File: config.mk
export PLATFORM = sky130hd
export DESIGN_NAME = delimiter_split_core
export DESIGN_NICKNAME = d
export VERILOG_FILES = /design/src/sv/dlm_pkg.sv /design/src/sv/dlm_fifo.sv /design/src/sv/dlm_front.sv /design/src/sv/dlm_back.sv /design/src/sv/delimiter_split_core.sv
export SDC_FILE = /design/constraint.sdc
export NUM_CORES = 1
export LEC_CHECK = 0
export BUFFER_PORTS_ARGS = -buffer_cell sky130_fd_sc_hd__buf_4
export CORE_MARGIN = 1
export CORE_UTILIZATION = 35
export DETAILED_ROUTE_END_ITERATION = 10
export HOLD_SLACK_MARGIN = 0.05
export PLACE_DENSITY = 0.51
export SETUP_SLACK_MARGIN = 0.3
export SKIP_CTS_REPAIR_TIMING = 1
export SYNTH_ARGS = -nofsm -noshare
export SYNTH_HDL_FRONTEND = slang
export SYNTH_SLANG_ARGS = --single-unit
File: constraint.sdc
create_clock -name clk -period 16.3 [get_ports clk]
set_clock_uncertainty 0.15 [all_clocks]
set_input_delay 0.815 -clock clk [delete_from_list [all_inputs] [get_ports clk]]
set_output_delay 0.815 -clock clk [all_outputs]
set_load 0.01 [all_outputs]
File: src/sv/dlm_pkg.sv
// Shared types, register indexes and default sizes for the delimiter split block.
// No dependencies; every other file of the block except dlm_fifo imports this package.
package dlm_pkg;

  // Default sizes handed to the top-level parameters
  localparam int MAX_SEPARATOR_DEF = 8;
  localparam int OFFSET_BITS_DEF   = 16;

  // Fixed field widths
  localparam int SEP_REG_BYTES = 8;
  localparam int FIELD_BITS    = 16;

  // Depth of the queues between and behind the two halves
  localparam int QUEUE_DEPTH = 2;

  // Configuration register indexes
  localparam logic [1:0] REG_SEP_BYTES   = 2'd0;
  localparam logic [1:0] REG_SEP_LENGTH  = 2'd1;
  localparam logic [1:0] REG_PIECE_LIMIT = 2'd2;

  // Input word action codes
  localparam logic ACTION_BYTE = 1'b0;
  localparam logic ACTION_EOT  = 1'b1;

  typedef struct packed {
    logic       action;
    logic [7:0] text_byte;
  } dlm_item_t;

  typedef struct packed {
    logic [FIELD_BITS-1:0] piece_start;
    logic [FIELD_BITS-1:0] piece_length;
    logic                  piece_valid;
    logic                  last;
    logic                  overflow;
  } dlm_result_t;

  // Live configuration; sep_len is already clamped to the window depth
  typedef struct packed {
    logic [8*SEP_REG_BYTES-1:0] sep_bytes;
    logic [3:0]                 sep_len;
    logic [FIELD_BITS-1:0]      piece_limit;
  } dlm_cfg_t;

  // Classified word passed from the front half to the back half
  typedef struct packed {
    logic eot;
    logic match;
  } dlm_token_t;

endpackage

File: src/sv/dlm_fifo.sv
// Small register-based first-in first-out queue, width and depth set by parameters.
// Depends on nothing; DEPTH must be a power of two of at least two.
module dlm_fifo #(
  parameter int WIDTH = 8,
  parameter int DEPTH = 2
) (
  input  logic             clk,
  input  logic             rst_n,
  input  logic             push,
  input  logic [WIDTH-1:0] wdata,
  output logic             full,
  input  logic             pop,
  output logic [WIDTH-1:0] rdata,
  output logic             empty
);
  localparam int PTR_W = $clog2(DEPTH);
  localparam int CNT_W = $clog2(DEPTH + 1);

  logic [WIDTH-1:0] mem_r [DEPTH];
  logic [PTR_W-1:0] wr_ptr_r, wr_ptr_nxt;
  logic [PTR_W-1:0] rd_ptr_r, rd_ptr_nxt;
  logic [CNT_W-1:0] count_r, count_nxt;
  logic             do_push, do_pop;

  assign full    = (count_r == CNT_W'(DEPTH));
  assign empty   = (count_r == '0);
  assign do_push = push && !full;
  assign do_pop  = pop && !empty;
  assign rdata   = mem_r[rd_ptr_r];

  // Advance pointers and occupancy
  always_comb begin
    wr_ptr_nxt = do_push ? wr_ptr_r + PTR_W'(1) : wr_ptr_r;
    rd_ptr_nxt = do_pop ? rd_ptr_r + PTR_W'(1) : rd_ptr_r;
    count_nxt  = count_r;
    if (do_push && !do_pop) begin
      count_nxt = count_r + CNT_W'(1);
    end else if (do_pop && !do_push) begin
      count_nxt = count_r - CNT_W'(1);
    end
  end

  always_ff @(posedge clk) begin
    if (!rst_n) begin
      wr_ptr_r <= '0;
      rd_ptr_r <= '0;
      count_r  <= '0;
    end else begin
      wr_ptr_r <= wr_ptr_nxt;
      rd_ptr_r <= rd_ptr_nxt;
      count_r  <= count_nxt;
    end
  end

  // Store the incoming word
  always_ff @(posedge clk) begin
    if (do_push) begin
      mem_r[wr_ptr_r] <= wdata;
    end
  end

endmodule

File: src/sv/dlm_front.sv
// Front half: keeps the window of recent text bytes and classifies each input word.
// Depends on dlm_pkg; feeds classified words into the token queue.
module dlm_front #(
  parameter int MAX_SEPARATOR = dlm_pkg::MAX_SEPARATOR_DEF
) (
  input  logic               clk,
  input  logic               rst_n,
  input  dlm_pkg::dlm_cfg_t  cfg,
  input  logic               accept,
  input  dlm_pkg::dlm_item_t item,
  output logic               tok_push,
  output dlm_pkg::dlm_token_t tok_data
);
  import dlm_pkg::*;

  logic [7:0] window_r   [MAX_SEPARATOR];
  logic [7:0] window_nxt [MAX_SEPARATOR];
  logic       match;

  // Shift the new byte in at the front; clear at end of text
  always_comb begin
    for (int k = 0; k < MAX_SEPARATOR; k++) begin
      window_nxt[k] = window_r[k];
    end
    if (accept) begin
      if (item.action == ACTION_EOT) begin
        for (int k = 0; k < MAX_SEPARATOR; k++) begin
          window_nxt[k] = '0;
        end
      end else begin
        for (int k = MAX_SEPARATOR - 1; k > 0; k--) begin
          window_nxt[k] = window_r[k-1];
        end
        window_nxt[0] = item.text_byte;
      end
    end
  end

  // Compare the window against the separator; newest byte meets its last byte
  always_comb begin
    logic [2:0] sel;
    match = 1'b1;
    for (int k = 0; k < MAX_SEPARATOR; k++) begin
      sel = 3'(cfg.sep_len - 4'd1 - 4'(k));
      if ((4'(k) < cfg.sep_len) && (window_nxt[k] != cfg.sep_bytes[8*sel +: 8])) begin
        match = 1'b0;
      end
    end
  end

  assign tok_push       = accept;
  assign tok_data.eot   = (item.action == ACTION_EOT);
  assign tok_data.match = match;

  always_ff @(posedge clk) begin
    if (!rst_n) begin
      for (int k = 0; k < MAX_SEPARATOR; k++) begin
        window_r[k] <= '0;
      end
    end else begin
      for (int k = 0; k < MAX_SEPARATOR; k++) begin
        window_r[k] <= window_nxt[k];
      end
    end
  end

endmodule

File: src/sv/dlm_back.sv
// Back half: tracks offsets and piece count, turns classified words into descriptors.
// Depends on dlm_pkg; pops the token queue and pushes the result queue.
module dlm_back #(
  parameter int OFFSET_BITS = dlm_pkg::OFFSET_BITS_DEF
) (
  input  logic                clk,
  input  logic                rst_n,
  input  dlm_pkg::dlm_cfg_t   cfg,
  input  logic                tok_empty,
  input  dlm_pkg::dlm_token_t tok_head,
  output logic                tok_pop,
  input  logic                res_full,
  output logic                res_push,
  output dlm_pkg::dlm_result_t res_data
);
  import dlm_pkg::*;

  localparam logic [OFFSET_BITS-1:0] OFFSET_MAX = '1;

  logic [OFFSET_BITS-1:0] pos_r, pos_nxt;
  logic [OFFSET_BITS-1:0] open_r, open_nxt;
  logic [FIELD_BITS-1:0]  pieces_r, pieces_nxt;
  logic                   limit_r, limit_nxt;
  logic                   ovf_r, ovf_nxt;

  logic [OFFSET_BITS:0]   pos_inc;
  logic [OFFSET_BITS:0]   mstart_w;
  logic [OFFSET_BITS-1:0] pos_sat;
  logic [OFFSET_BITS-1:0] mstart;
  logic [OFFSET_BITS-1:0] span;
  logic [OFFSET_BITS-1:0] gap;
  logic [FIELD_BITS-1:0]  pieces_inc;
  logic                   len_ok;
  logic                   ovf_byte;
  logic                   count;

  // Take a word only when the result queue has room
  assign tok_pop = !tok_empty && !res_full;

  // Offset arithmetic shared by all cases
  always_comb begin
    pos_inc    = {1'b0, pos_r} + (OFFSET_BITS+1)'(1);
    pos_sat    = (pos_r == OFFSET_MAX) ? pos_r : pos_inc[OFFSET_BITS-1:0];
    mstart_w   = pos_inc - (OFFSET_BITS+1)'(cfg.sep_len);
    mstart     = mstart_w[OFFSET_BITS-1:0];
    len_ok     = (pos_inc >= (OFFSET_BITS+1)'(cfg.sep_len));
    span       = pos_r - open_r;
    gap        = mstart - open_r;
    pieces_inc = (pieces_r != '1) ? pieces_r + FIELD_BITS'(1) : pieces_r;
    ovf_byte   = ovf_r || (pos_r == OFFSET_MAX);
  end

  // Build the descriptor and next state for the word at the queue head
  always_comb begin
    pos_nxt    = pos_r;
    open_nxt   = open_r;
    pieces_nxt = pieces_r;
    limit_nxt  = limit_r;
    ovf_nxt    = ovf_r;
    res_push   = 1'b0;
    res_data   = '0;
    count      = 1'b0;
    if (tok_pop) begin
      if (tok_head.eot) begin
        res_push          = 1'b1;
        res_data.last     = 1'b1;
        res_data.overflow = ovf_r;
        priority if (pos_r == '0) begin
          res_data.piece_valid = 1'b1;
        end else if (!limit_r && (open_r < pos_r)) begin
          res_data.piece_valid  = 1'b1;
          res_data.piece_start  = FIELD_BITS'(open_r);
          res_data.piece_length = FIELD_BITS'(span);
        end else begin
          res_data.piece_valid = 1'b0;
        end
        // Drop all per-text state
        pos_nxt    = '0;
        open_nxt   = '0;
        pieces_nxt = '0;
        limit_nxt  = 1'b0;
        ovf_nxt    = 1'b0;
      end else begin
        pos_nxt           = pos_sat;
        ovf_nxt           = ovf_byte;
        res_data.overflow = ovf_byte;
        priority if (limit_r) begin
          res_push = 1'b0;
        end else if (cfg.sep_len == '0) begin
          res_push              = 1'b1;
          res_data.piece_valid  = 1'b1;
          res_data.piece_start  = FIELD_BITS'(pos_r);
          res_data.piece_length = FIELD_BITS'(1);
          open_nxt              = pos_sat;
          count                 = 1'b1;
        end else if (len_ok && (mstart >= open_r) && tok_head.match) begin
          res_push              = 1'b1;
          res_data.piece_valid  = 1'b1;
          res_data.piece_start  = FIELD_BITS'(open_r);
          res_data.piece_length = FIELD_BITS'(gap);
          open_nxt              = pos_sat;
          count                 = 1'b1;
        end else begin
          res_push = 1'b0;
        end
      end
      // Count the piece and check the limit
      if (count) begin
        pieces_nxt = pieces_inc;
        limit_nxt  = limit_r || ((cfg.piece_limit != '0) && (pieces_inc >= cfg.piece_limit));
      end
    end
  end

  always_ff @(posedge clk) begin
    if (!rst_n) begin
      pos_r    <= '0;
      open_r   <= '0;
      pieces_r <= '0;
      limit_r  <= 1'b0;
      ovf_r    <= 1'b0;
    end else begin
      pos_r    <= pos_nxt;
      open_r   <= open_nxt;
      pieces_r <= pieces_nxt;
      limit_r  <= limit_nxt;
      ovf_r    <= ovf_nxt;
    end
  end

endmodule

File: src/sv/delimiter_split_core.sv
// Splits a byte stream at a configured separator of up to MAX_SEPARATOR bytes
// and returns one (start, length) descriptor per piece. One input word (a text
// byte or an end-of-text mark) is taken every clock while full is low; the
// separator compare over the byte window is done in the cycle of acceptance
// and offset bookkeeping once the word heads the token queue and the result
// queue has room; the result is then registered in the result queue. A
// two-entry queue between the front and back halves and a two-entry result
// queue let either side stall without stopping the other. Write configuration
// only while no words are in flight.
// Depends on dlm_pkg, dlm_fifo, dlm_front and dlm_back.
module delimiter_split_core #(
  parameter int MAX_SEPARATOR = dlm_pkg::MAX_SEPARATOR_DEF,
  parameter int OFFSET_BITS   = dlm_pkg::OFFSET_BITS_DEF
) (
  input  logic                 clk,
  input  logic                 rst_n,
  // input word channel
  input  logic                 push,
  output logic                 full,
  input  dlm_pkg::dlm_item_t   in_item,
  // result channel
  output logic                 empty,
  input  logic                 pop,
  output dlm_pkg::dlm_result_t out_result,
  // configuration port
  input  logic                 cfg_wr_en,
  input  logic [1:0]           cfg_index,
  input  logic [63:0]          cfg_wdata
);
  import dlm_pkg::*;

  logic [8*SEP_REG_BYTES-1:0] sep_bytes_r, sep_bytes_nxt;
  logic [3:0]                 sep_len_r, sep_len_nxt;
  logic [FIELD_BITS-1:0]      piece_limit_r, piece_limit_nxt;
  dlm_cfg_t                   cfg;

  logic        accept;
  logic        tok_push, tok_full, tok_empty, tok_pop;
  dlm_token_t  tok_data, tok_head;
  logic        res_push, res_full;
  dlm_result_t res_data;

  // Configuration writes
  always_comb begin
    sep_bytes_nxt   = sep_bytes_r;
    sep_len_nxt     = sep_len_r;
    piece_limit_nxt = piece_limit_r;
    if (cfg_wr_en) begin
      unique case (cfg_index)
        REG_SEP_BYTES:   sep_bytes_nxt   = cfg_wdata;
        REG_SEP_LENGTH:  sep_len_nxt     = cfg_wdata[3:0];
        REG_PIECE_LIMIT: piece_limit_nxt = cfg_wdata[FIELD_BITS-1:0];
        default: ;
      endcase
    end
  end

  always_ff @(posedge clk) begin
    if (!rst_n) begin
      sep_bytes_r   <= '0;
      sep_len_r     <= '0;
      piece_limit_r <= '0;
    end else begin
      sep_bytes_r   <= sep_bytes_nxt;
      sep_len_r     <= sep_len_nxt;
      piece_limit_r <= piece_limit_nxt;
    end
  end

  // Clamp the separator length to the window depth
  always_comb begin
    cfg.sep_bytes   = sep_bytes_r;
    cfg.sep_len     = (sep_len_r > 4'(MAX_SEPARATOR)) ? 4'(MAX_SEPARATOR) : sep_len_r;
    cfg.piece_limit = piece_limit_r;
  end

  assign accept = push && !full;
  assign full   = tok_full;

  dlm_front #(
    .MAX_SEPARATOR(MAX_SEPARATOR)
  ) u_front (
    .clk      (clk),
    .rst_n    (rst_n),
    .cfg      (cfg),
    .accept   (accept),
    .item     (in_item),
    .tok_push (tok_push),
    .tok_data (tok_data)
  );

  dlm_fifo #(
    .WIDTH($bits(dlm_token_t)),
    .DEPTH(QUEUE_DEPTH)
  ) u_tok_q (
    .clk   (clk),
    .rst_n (rst_n),
    .push  (tok_push),
    .wdata (tok_data),
    .full  (tok_full),
    .pop   (tok_pop),
    .rdata (tok_head),
    .empty (tok_empty)
  );

  dlm_back #(
    .OFFSET_BITS(OFFSET_BITS)
  ) u_back (
    .clk       (clk),
    .rst_n     (rst_n),
    .cfg       (cfg),
    .tok_empty (tok_empty),
    .tok_head  (tok_head),
    .tok_pop   (tok_pop),
    .res_full  (res_full),
    .res_push  (res_push),
    .res_data  (res_data)
  );

  dlm_fifo #(
    .WIDTH($bits(dlm_result_t)),
    .DEPTH(QUEUE_DEPTH)
  ) u_res_q (
    .clk   (clk),
    .rst_n (rst_n),
    .push  (res_push),
    .wdata (res_data),
    .full  (res_full),
    .pop   (pop),
    .rdata (out_result),
    .empty (empty)
  );

  // The back half never writes into a full result queue
  a_no_res_overrun: assert property (@(posedge clk) disable iff (!rst_n)
    res_push |-> !res_full)
    else $error("result written while result queue full");

  // A bare end marker carries no offsets
  a_bare_marker_zero: assert property (@(posedge clk) disable iff (!rst_n)
    (res_push && !res_data.piece_valid) |->
      (res_data.piece_start == '0) && (res_data.piece_length == '0) && res_data.last)
    else $error("bare end marker with nonzero offsets");

  // Results from text bytes are always valid pieces and never close the text
  a_byte_result_shape: assert property (@(posedge clk) disable iff (!rst_n)
    (res_push && !tok_head.eot) |-> (res_data.piece_valid && !res_data.last))
    else $error("text byte produced a closing or bare result");

endmodule

==> metrics.txt <==
core area 0.0505 mm2; global-route wire length before repair 83,400 um; EDFF count, synth 74; minimum clock period after layout 7.37 ns; Critical Path AT 7.44 ns; total wire length 54,300 um; Post-DP HPWL 40,600 um; vias per std cell 5.44; H-tree depth 1; largest net degree at the start of global routing 70; WL per Instance 20.6 um; Clock Pin Slew Worst Setup and Hold Paths 0.06 ns; CTS tree built; CP Class reg -> reg; Fin. Hold Viols 0; Detail Route Antenna Nets 0; PortBufs 116; Critical Path RT 16.37 ns; worst slew pin tran 1.18 ns; sequential fraction of design power 35.2%; number of global-route vias before repair 13,800; post-synthesis cell count 1,907; clock tree sinks 282; final slew viol count 0; Synth area leaders dfxtp_1 (23%), edfxtp_1 (12%), mux2i_1 (7.0%); Avg Cell Area, Syn 9.44 um2; overall power 2.46 mW; initial DRC count 1,332; Clk Latency, worst-skew pair 0.61 ns; combinational share of power 36.6%; most common cell in the netlist nand2_1; worst hold path cell count 3; cell depth of the worst flop-to-flop path 18; status finished, final reports clean; P_int 1.60 mW; Final GP Congestion 0.899; Yosys warnings 0; DRC 0; Worst VDD drop 0.0000941 V; chip width 229 um; FMAX 136 MHz; max_cap viols 0; power per standard cell area 121 mW/mm2; Starting Density 35.6%; num rows 82; Synth Cell Area 0.0180 mm2; Worst Hold Class in -> reg; final core utilization 40.3%; Switching Share 34.8%; CP max FO 36; DIE HEIGHT 229 um; Pre-antenna DRT Iters 6; fin nets 2,092; Synth area leader dfxtp_1; ant diodes 0; die area 0.0523 mm2; DP Area 0.0193 mm2; clock share of power 28.2%; Yosys cell types 88; Yosys reg bits 282; grt ovf 0; Tcrit/Tclk final 45.2%; Clock Tree Buf Depth 3; Critical Path Start Type register; Root Driver clkbuf_16; final setup TNS 0 ns; layout cells sized above 1 15.7%; Post-Syn Nets 2,050; Yosys top cell area share 23.1%; CP endpoint kind register; initial antenna violation count 0; Net Sw Power 0.854 mW; vias post-DR 14,400; Lkg Pwr 7.59 nW; slew margin rel. 20.8%; I/O Pins 117; synthesis-to-finish area growth 12.9%; Synth Flop Type dfxtp_1; Final setup violation count 0; RSZ-0062 raised after global routing no; total track usage 20.4%; Finished Cell Area 0.0203 mm2; post-synthesis sequential area ratio 35.5%; top post-synthesis cells by count nand2_1 (228), dfxtp_1 (208), a21oi_1 (135), mux2i_1 (125), nor2b_1 (94); cts bufs inserted 31; Post-synth ARST share 0%
==> sequential cells by signal, summed over array words and instances (netlist names), 2 cells and up, named ones only <==
register and cells:
u_res_q.mem_r 70, sep_bytes_r 64, u_front.window_r 64, piece_limit_r 16, u_back.open_r 16, u_back.pieces_r 16
u_back.pos_r 16, sep_len_r 4, u_tok_q.mem_r 4, u_res_q.count_r 2, u_tok_q.count_r 2
==> stage by stage <==
stage	setup WS [ns]	hold WS (ns)	cells
floorplan	9.36	0.299	1907
global placement	8.91	0.313	2588
detailed placement	8.84	0.315	2588
CTS	8.79	0.298	2644
global route	8.33	0.320	2644
finish	8.93	0.328	2644
==> metal layers <==
metal	share of wire, %	track usage [%]	vias to the layer above
met5	0	0	-
met4	1.6	4.30	0
met3	5.6	2.56	60
met2	43	30.6	417
met1	49	31.0	6936
li1	-	-	6962
==> layout make-up <==
class	count	area [um2]
Clock inverter	13	131
Sequential cell	282	6390
Fill cell	5147	30200
Timing Repair Buffer	136	1020
Tap cell	672	841
Inverter	63	236
Clock buffer	43	861
Multi-Input combinational cell	1435	10800
==> layout by cell type, fill, tap and decap left out, types with 6 or more instances in the layout <==
cell / netlist / routed
nor4_1: 16 / 16
nand2b_1: 19 / 19
clkbuf_1: 88 / 8
o21ai_0: 35 / 35
o22a_1: 9 / 9
mux2_2: 42 / 42
mux2i_1: 125 / 125
or3_1: 7 / 7
xor2_1: 74 / 74
dfxtp_1: 208 / 208
a21oi_1: 135 / 135
nor2_1: 86 / 85
nor3b_1: 34 / 33
or2_2: 6 / 6
and2_1: 11 / 11
a21o_1: 26 / 26
ha_1: 60 / 60
nand4_1: 22 / 22
and3_1: 16 / 16
o22ai_1: 14 / 14
a22o_1: 34 / 34
buf_4: 5 / 136
o221ai_1: 6 / 6
xnor2_1: 58 / 58
clkbuf_16: 0 / 31
edfxtp_1: 74 / 74
inv_1: 59 / 59
nor2b_1: 94 / 91
o2bb2ai_1: 7 / 7
mux4_2: 53 / 53
nor3_1: 27 / 26
a21boi_0: 48 / 48
clkinv_2: 0 / 8
nand3_1: 29 / 29
o21a_1: 11 / 11
o211ai_1: 7 / 7
nand2_1: 228 / 227
==> cell families (layout without fill, tap and decap cells) <==
logic type / count (synthesis) / count (layout) / synth area share (%)
buffers and inverters: 190 / 255 / 4.47
AND/OR/NAND/NOR: 619 / 619 / 17.3
AO/OA/AOI/OAI: 397 / 397 / 15.1
adder cells (fa/ha/maj): 63 / 63 / 4.51
XOR/XNOR: 136 / 136 / 6.89
flip-flops: 282 / 282 / 35.5
multiplexers: 220 / 220 / 16.2
==> power by group through the flow <==
stage	combinational (mW)	clock (mW)	sequential, mW
2_1_floorplan	0.617	0	0.863
3_3_place_gp	0.893	0	0.877
3_5_place_dp	0.899	0	0.880
4_1_cts	0.904	0.713	0.865
5_1_grt	0.975	0.739	0.875
6_report	0.899	0.693	0.864
==> worst max-delay path, stage by stage (launching register included) <==
cell and delay [ns]:
dfxtp_1 0.66, nand2b_1 0.70, ha_1 0.56, nor2b_1 0.13, o21ai_0 0.20, a21boi_0 0.24, or2_2 0.38, nor2_1 0.09
nand2_1 0.10, and2_1 0.18, a41oi_1 0.25, xnor2_1 0.12, ha_1 0.39, nand3_1 0.14, a2111oi_0 0.60, a2111o_1 0.19
and4b_1 0.37, o31a_1 0.47, nor2b_4 0.99
==> final timing paths <==
path,to,startpoint,slack (ns)
worst max-delay path,u_res_q.mem_r[0][3],sep_len_r[1],8.93
worst min-delay path,sep_bytes_r[56],cfg_wdata[56],0.33
worst max register to register,u_res_q.mem_r[0][3],sep_len_r[1],8.93
worst min register to register,u_back.open_r[6],u_back.open_r[6],0.33
Note: power is estimated with default switching activity, not from simulation.
